File: src/rtl/core/bfbs_pkg.sv
// bfbs_pkg: shared types and constants for the bfloat16 beta scaler.
// No dependencies.
`timescale 1ns / 1ps
`default_nettype none
package bfbs_pkg;
   localparam logic [15:0] BETA_RESET  = 16'h3F80;
   localparam logic [15:0] DEFAULT_NAN = 16'h7FC0;
   localparam logic [15:0] QUIET_BIT   = 16'h0040;

   // special-case classification carried from stage 1 to stage 4
   typedef struct packed {
      logic        force_out;  // result fully decided by special case
      logic [15:0] force_val;
      logic        sign;
   } special_type;
endpackage
`default_nettype wire

File: src/rtl/core/bf16_matrix_beta_scale_top.sv
// bf16_matrix_beta_scale_top: streaming bfloat16 scale-by-beta, four-stage pipeline.
// Depends on bfbs_pkg.
//
// Usage:
//   req_ channel carries one matrix element (c_value) plus its last marker.
//   rsp_ channel returns c_value * beta rounded to bfloat16 (scaled_value)
//   and the unchanged marker. csr_ channel writes beta (reset 1.0); write it
//   only while the pipe is empty.
// Throughput: one transaction per cycle while the output register is not stalled.
// Each request passes the stage 1, 2, 3 and 4 registers in order before rsp_valid.
// Stages: 1 classify + 8x8 mantissa multiply, 2 normalize (leading-one
//   search over 16 bits) and exponent, 3 binary32 rounding / subnormal
//   shift, 4 bfloat16 rounding and special-case merge into output register.
// Stall: the whole pipe advances only when the output register is empty or
//   being drained, so req_ready = !rsp_valid | rsp_ready. Nothing is lost or
//   repeated on back-pressure.
// Reset: synchronous; clears all valid bits and restores beta to 1.0.
`timescale 1ns / 1ps
`default_nettype none
module bf16_matrix_beta_scale_top (
   input  wire logic        clock,
   input  wire logic        reset,
   input  wire logic        req_valid,
   output logic             req_ready,
   input  wire logic [15:0] req_c_value,
   input  wire logic        req_last_in,
   output logic             rsp_valid,
   input  wire logic        rsp_ready,
   output logic      [15:0] rsp_scaled_value,
   output logic             rsp_last_out,
   input  wire logic        csr_valid,
   output logic             csr_ready,
   input  wire logic [15:0] csr_beta_bits
);
   logic [15:0] beta_ff;
   logic        adv;
   logic [3:0]  v_ff;

   assign adv       = !v_ff[3] || rsp_ready;
   assign req_ready = adv;
   assign csr_ready = 1'b1;

   always_ff @(posedge clock) begin
      if (reset) begin
         beta_ff <= bfbs_pkg::BETA_RESET;
      end else if (csr_valid) begin
         beta_ff <= csr_beta_bits;
      end
   end

   // ---------------- stage 1: classify, multiply
   bfbs_pkg::special_type sp_in, sp1_ff, sp2_ff, sp3_ff;
   logic [15:0] prod_in, prod1_ff;
   logic signed [10:0] ex_in, ex1_ff;
   logic [15:0] c, b;
   logic c_nan, b_nan, c_snan, b_snan, c_inf, b_inf, c_zero, b_zero;
   logic [7:0] ce, be, cm, bm;
   logic [3:0] last_ff;

   always_comb begin
      c = req_c_value; b = beta_ff;
      c_nan  = (c[14:7] == 8'hFF) && (c[6:0] != 7'd0);
      b_nan  = (b[14:7] == 8'hFF) && (b[6:0] != 7'd0);
      c_snan = c_nan && !c[6];
      b_snan = b_nan && !b[6];
      c_inf  = c[14:0] == 15'h7F80;
      b_inf  = b[14:0] == 15'h7F80;
      c_zero = c[14:0] == 15'd0;
      b_zero = b[14:0] == 15'd0;
      sp_in.sign = c[15] ^ b[15];
      sp_in.force_out = 1'b1;
      if (b_zero)                sp_in.force_val = 16'h0000;
      else if (c_snan)           sp_in.force_val = c | bfbs_pkg::QUIET_BIT;
      else if (b_snan)           sp_in.force_val = b | bfbs_pkg::QUIET_BIT;
      else if (c_nan)            sp_in.force_val = c | bfbs_pkg::QUIET_BIT;
      else if (b_nan)            sp_in.force_val = b | bfbs_pkg::QUIET_BIT;
      else if (c_inf || b_inf)
         sp_in.force_val = c_zero ? bfbs_pkg::DEFAULT_NAN : {sp_in.sign, 15'h7F80};
      else if (c_zero)           sp_in.force_val = {sp_in.sign, 15'd0};
      else begin
         sp_in.force_out = 1'b0;
         sp_in.force_val = 16'h0000;
      end
      ce = c[14:7]; be = b[14:7];
      cm = {ce != 8'd0, c[6:0]};
      bm = {be != 8'd0, b[6:0]};
      prod_in = cm * bm;
      ex_in = 11'(ce == 8'd0 ? 9'd1 : {1'b0, ce}) + 11'(be == 8'd0 ? 9'd1 : {1'b0, be})
              - 11'sd268;
   end

   // ---------------- stage 2: normalize
   logic [3:0]  k;
   logic signed [11:0] bige_in, bige2_ff;
   logic [15:0] prod2_ff;
   logic [3:0]  k2_ff;
   always_comb begin
      k = 4'd0;
      for (int i = 0; i < 16; i++) begin
         if (prod1_ff[i]) k = 4'(i);
      end
      bige_in = 12'(ex1_ff) + 12'(k) + 12'sd127;
   end

   // ---------------- stage 3: binary32 rounding
   logic [30:0] f32_in, f32_ff;
   logic signed [11:0] s;
   logic [15:0] mant, rem, half;
   always_comb begin
      s = -(bige2_ff - 12'(k2_ff) - 12'sd127 + 12'sd149);
      mant = '0; rem = '0; half = '0;
      if (bige2_ff >= 12'sd255) begin
         f32_in = 31'h7F800000;
      end else if (bige2_ff >= 12'sd1) begin
         f32_in = {bige2_ff[7:0], 23'((32'(prod2_ff) << (5'd23 - 5'(k2_ff))))};
      end else if (s <= 12'sd0) begin
         f32_in = 31'(32'(prod2_ff) << 5'(-s));
      end else if (s >= 12'sd17) begin
         f32_in = '0;
      end else begin
         mant = prod2_ff >> s[4:0];
         rem  = prod2_ff & 16'((17'd1 << s[4:0]) - 17'd1);
         half = 16'(17'd1 << (s[4:0] - 5'd1));
         if (rem > half || (rem == half && mant[0])) mant = mant + 16'd1;
         f32_in = 31'(mant);
      end
   end

   // ---------------- stage 4: bf16 rounding and merge
   logic [31:0] rnd;
   logic [15:0] out_in, out_ff;
   always_comb begin
      rnd = {1'b0, f32_ff} + 32'h7FFF + 32'(f32_ff[16]);
      out_in = sp3_ff.force_out ? sp3_ff.force_val : {sp3_ff.sign, rnd[30:16]};
   end

   always_ff @(posedge clock) begin
      if (reset) begin
         v_ff <= '0;
      end else if (adv) begin
         v_ff <= {v_ff[2:0], req_valid};
      end
   end

   always_ff @(posedge clock) begin
      if (adv) begin
         sp1_ff <= sp_in;   prod1_ff <= prod_in; ex1_ff <= ex_in;
         sp2_ff <= sp1_ff;  prod2_ff <= prod1_ff; bige2_ff <= bige_in; k2_ff <= k;
         sp3_ff <= sp2_ff;  f32_ff <= f32_in;
         out_ff <= out_in;
         last_ff <= {last_ff[2:0], req_last_in};
      end
   end

   assign rsp_valid        = v_ff[3];
   assign rsp_scaled_value = out_ff;
   assign rsp_last_out     = last_ff[3];
endmodule
`default_nettype wire

File: config.mk
export PLATFORM = sky130hd
export DESIGN_NAME = bf16_matrix_beta_scale_top
export DESIGN_NICKNAME = d
export VERILOG_FILES = /design/src/rtl/core/bfbs_pkg.sv /design/src/rtl/core/bf16_matrix_beta_scale_top.sv
export SDC_FILE = /design/constraint.sdc
export NUM_CORES = 1
export LEC_CHECK = 0
export ABC_AREA = 1
export BUFFER_PORTS_ARGS = -buffer_cell sky130_fd_sc_hd__buf_4
export CAP_MARGIN = 15
export CORE_MARGIN = 4
export CORE_UTILIZATION = 50
export CTS_CLUSTER_DIAMETER = 30
export DETAILED_ROUTE_END_ITERATION = 8
export PLACE_DENSITY_LB_ADDON = 0.2
export SLEW_MARGIN = 40
export SYNTH_ARGS = -nofsm -noshare
export SYNTH_HDL_FRONTEND = slang
export SYNTH_SLANG_ARGS = --single-unit
File: constraint.sdc
create_clock -name clock -period 5.5 [get_ports clock]
set_input_delay 0.275 -clock clock [delete_from_list [all_inputs] [get_ports clock]]
set_output_delay 0.275 -clock clock [all_outputs]
set_load 0.01 [all_outputs]
# --- Yosys cells after proc, flatten, opt, wreduce, memory -nomap -nowiden ---
# Cells that the tools add are included.
classes:
  multipliers: 1
  reduce_logical: 20
  n_eq_ne: 5
  n_addsub: 15
  bitwise_logic: 2
  n_shift: 5
  order_cmp: 5
  n_mux: 30
ops:
  columns: ["operator", "n"]
  rows:
  - ["$mux W16", 10]
  - ["$mux W31", 2]
  - ["$mux W4", 14]
  - ["$shl A1 B5 Y16 const A", 2]
  - ["$add A31 B1 Y31", 1]
  - ["$add A31 B15 Y31 const B", 1]
  - ["$shl A16 B5 Y31", 1]
  - ["$eq A15 B15 Y1 const B", 2]
  - ["$logic_not A15 Y1", 2]
  - ["$shl A16 B5 Y23", 1]
  - ["$add A16 B1 Y16 const B", 1]
  - ["$and A16 B16 Y16", 1]
  - ["$eq A16 B16 Y1", 1]
  - ["$eq A8 B8 Y1 const B", 2]
  - ["$gt A16 B16 Y1", 1]
  - ["$logic_not A8 Y1", 2]
  - ["$mul A8 B8 Y16", 1]
  - ["$mux W8", 2]
  - ["$reduce_bool A8 Y1", 2]
  - ["$shr A16 B5 Y16", 1]
  - ["$sub A16 B1 Y16 const B", 1]
  - ["$reduce_bool A7 Y1", 2]
  - ["$add A12 B7 Y12 const B", 1]
  - ["$add A12 B8 Y12 const B", 1]
  - ["19 further kinds", 28]
word_totals:
  word_cells: 102
  inputBits: 38
  out_inout_bits: 20
  regBits: 183

# --- Logic depth before layout (Yosys ltp) ---
depth:
  depth_word: 17
  ltp_mapped: 39
  mapped_depth_nobuf: 36

# --- Least setup slack after synthesis ---
# No wires, ideal clock.
synth_timing:
  kind: "reg-to-reg"
  startpoint: "register k2_ff[1]"
  endpoint: "register f32_ff[1], data pin"
  synth_period_minus_slack_ns: 5.212
  path_stages_with_launch: 36
  setup_ns: 0.263
  arrival_time_ns: 4.948
  path_buffers: 2
  slack_ns: 0.288
  required_ns: 5.237
  cell_sequence: "edfxtp_1 inv_1 clkbuf_1 ha_1 inv_1 ha_1 inv_1 fa_1 clkbuf_1 inv_1 nor2_1 inv_1 nor2_1 inv_1 nor2_2 inv_1 ha_1 o21ai_0 nor2_2 nand3_1 nor2_1 o21ai_0 a21oi_1 ha_1 nand2_1 nor2_1 nand2_1 inv_1 nand3_1 inv_1 nand2_1 nand2_2 inv_1 or2_2 nand3_1 a21oi_1"
synth_between:
  elab_chain_cells: 14
  word_cells_on_any_way: 25
  cone_classes: "9 x add/sub; 3 x order compare; 1 x eq/ne; 5 x shift; 4 x mux; 1 x bitwise; 2 x reduce/logical"
synth_rtl:
  columns: ["item", "line_no", "text"]
  rows:
  - ["start, declared", "bf16_matrix_beta_scale_top.sv:96", "logic [3:0] k2_ff;"]
  - ["start signal, assigned", "bf16_matrix_beta_scale_top.sv:148", "sp2_ff <= sp1_ff; prod2_ff <= prod1_ff; bige2_ff <= bige_in; k2_ff <= k;"]
  - ["parallel branches: the longest is 13 deep, another holds $sub A16 B1 Y16", null, null]
  - ["$mux W31 (*)", "bf16_matrix_beta_scale_top.sv:114", "end else if (bige2_ff >= 12'sd1) begin"]
  - ["end signal, assigned", "bf16_matrix_beta_scale_top.sv:149", "sp3_ff <= sp2_ff; f32_ff <= f32_in;"]
  - ["end, declared", "bf16_matrix_beta_scale_top.sv:106", "logic [30:0] f32_in, f32_ff;"]
# Mark *: on every way between the ends.
# A chain may end at the register's enable or synchronous reset.

# --- Worst setup path in the final report ---
# Same ends and word-level chain as after synthesis.

==> results by group <==
GRT
  • Vias in the first global route: 11600
  • Global-route usage over all layers: 0.246
  • Initial antenna violation count: 0
  • Largest net degree at the start of global routing: 96
  • First-pass GRT wire length: 61.2 mm
  • GRT Residual Overflow: 0

Drt
  • Iter 0 DRT Violations: ~1300
  • Vias per inst: 5.54
  • DRC viols: 0
  • Met2 Routed Length: about 18 mm
  • Post-DRT Antenna Nets: 0
  • Total routed wirelength: between 30 and 40 mm
  • Total iterations of the first detailed-routing run: 6
  • DR WL/cell: 16.9 um
  • Metal1 wirelength: 17.2 mm
  • WL met3: 2.18 mm
  • Top layer reached by signal wires: met4
  • Vias: between 10000 and 15000

Finish
  • Util after Layout: 0.563
  • Fillers: 2676
  • Post-Layout Cell Count: 2272
  • Nets: 2055
  • Commonest non-fill, non-tap cell in the layout: nand2_1
  • Layout cells sized above 1: 0.0887
  • Number of diodes: 0
  • Area grow syn2layout: 10.2%
  • Most frequent cells in the layout: 428 x nand2_1, 270 x inv_1, 163 x edfxtp_1, 160 x nor2_1, 129 x o21ai_0

Yosys
  • Avg Cell Area, Syn: 7.76 sq um
  • Synth Flop Type: edfxtp_1
  • Post-synth EDFFs: 163
  • Async SR Flop Fraction: 0
  • Count of warnings emitted by yosys: 0
  • Gate Count Post-Synth: 1849
  • Seq/Total Area, Yosys: 0.369
  • Syn nets: 2023
  • Cell Area, Synth: 0.0144 sq mm
  • #FFs+latches synth: 183
  • Synth cell types: 56

Die
  • I/O Pins: 58
  • DIE AREA: 0.0315 sq mm
  • Row count: 61
  • Die Span Y: 177 um
  • Die outline width: 177 um
  • Initial Utilization: 0.511
  • Core footprint: ~0.028 sq mm

Timing
  • Max Clk Rate: roughly 0.2 GHz
  • Min Clock Period, post-route: 5080 ps
  • Final number of setup-violating endpoints: 0
  • Max Slew Vio Count: 0
  • Slew @ Worst Pin: approximately 700 ps
  • RSZ-0062 raised after global routing: false
  • Setup TNS: 0 ps
  • Final period util: 0.923
  • Worst clock skew: 15.3 ps
  • Max transition margin: 0.519
  • Hold Violations, Final: 0
  • Hold WS: 49.1 ps

CTS
  • Worst-path clk slew: approximately 90 ps
  • CTS tree: yes
  • CTS Sinks: 183
  • Worst-skew pair later-pin latency: around 450 ps
  • TritonCTS Buffers: 17
  • H-tree depth: 4
  • CTS Buffer Depth: 2
  • Clk root buf: clkbuf_16

Min path
  • Hold Path Class: in2reg

Setup path
  • Critical path's largest stage delay: between 400 and 500 ps
  • Critical Path Sink Type: flop
  • CP Data Required Time: about 5700 ps
  • Worst Setup Path Type: reg2reg
  • Most frequent CP cell: inv_1
  • Worst Path Arrival: 5270 ps
  • Critical Path Start Type: flop
  • Worst-path fanout max: 8
  • CP max stage cell: fa_1

Placement
  • Port Buf Inserts: 56
  • Post-Place Cells: 2234
  • DP HPWL: 29.9 mm
  • RePlAce Congestion: roughly 0.99

Status
  • Status: completed

Run
  • Max-cap viol count: 0
[Yosys cell counts, types with 4 or more instances]
cell type,count,area share
nand2_1,428,0.11
inv_1,272,0.071
edfxtp_1,163,0.34
nor2_1,161,0.042
o21ai_0,129,0.045
nand3_1,120,0.042
a21oi_1,114,0.040
ha_1,97,0.085
clkbuf_1,51,0.013
xor2_1,41,0.025
fa_1,39,0.054
nand4_1,34,0.015
dfxtp_1,20,0.028
o211ai_1,19,0.0099
buf_2,16,0.0056
nor2_2,13,0.0057
nor3_1,12,0.0042
nor4_1,11,0.0048
nand2_2,10,0.0044
xnor2_1,10,0.0061
a31oi_1,8,0.0035
inv_2,7,0.0018
o31ai_1,7,0.0037
o22ai_1,6,0.0026
nor2_4,5,0.0039
o21ai_1,5,0.0017
o21bai_1,5,0.0026
buf_4,4,0.0021
[sequential cells by signal, summed over array words and instances, names as in the netlist, 10 cells and up]
| name | count |
|---|---|
| bige2_ff | 12 |
| b | 16 |
| sp1_ff | 18 |
| prod1_ff | 16 |
| rsp_scaled_value | 16 |
| prod2_ff | 16 |
| ex1_ff | 10 |
| sp3_ff | 18 |
| f32_ff | 31 |
| sp2_ff | 18 |
[metrics by stage]
stage	setup WS (ps)	instance area, sq um
2_1_floorplan	288	14400
3_3_place_gp	335	15100
3_5_place_dp	198	15100
4_1_cts	206	15800
5_1_grt	10.7	15800
6_report	422	15800
[layer usage]
metal	vias to the layer above	GRT usage
met2	412	0.396
li1	6170	-
met4	0	0.0654
met3	54	0.0300
met1	5949	0.353
met5	-	0
[logic make-up (layout without fill, tap and decap cells)]
group           Yosys count  after routing  synth area share
flops                   183            183             0.369
simple gates            810            810             0.243
compound gates          311            311             0.119
mux                       3              3           0.00209
other cells               1              1          0.000261
fa+ha+maj               136            136             0.139
xor+xnor                 52             52            0.0323
buf+inv                 353            398            0.0953
[cell type report]
cell class              instances  area [sq um]  share of cell area
multi-input cells            1313          7720               0.488
flip-flops and latches        183          5300               0.335
well taps                     378           473              0.0299
clock buffers                  17           425              0.0269
repair buffers                 85           652              0.0412
clock inverters                15           195              0.0123
inverters                     281          1060              0.0672
[final timing paths]
path                startpoint   endpoint  slack [ps]  depth (start not counted)
max                   k2_ff[1]  f32_ff[1]         420                         32
min          csr_beta_bits[13]      b[13]          50                          3
max reg2reg           k2_ff[1]  f32_ff[1]         420                         32
min reg2reg          sp1_ff[5]  sp2_ff[5]         420                          0
[critical path: cells and delay by family (launching register included)]
family | cells | cell delay, ps
adder cells (fa/ha/maj) | 5 | 1320
flip-flops | 1 | 400
XOR/XNOR | 1 | 310
AND/OR/NAND/NOR | 15 | 1810
AO/OA/AOI/OAI | 4 | 430
buffers and inverters | 7 | 580
[repair_timing]
action                     4_1_cts  5_1_grt
setup endpoints to repair        0       15
hold endpoints to repair         1        0
gates resized for setup          0        3
buffers inserted                 0        4
hold buffers                     1        0
Power is not shown: default switching activity piles up to over one toggle a cycle in this logic, so the estimate is an artifact.
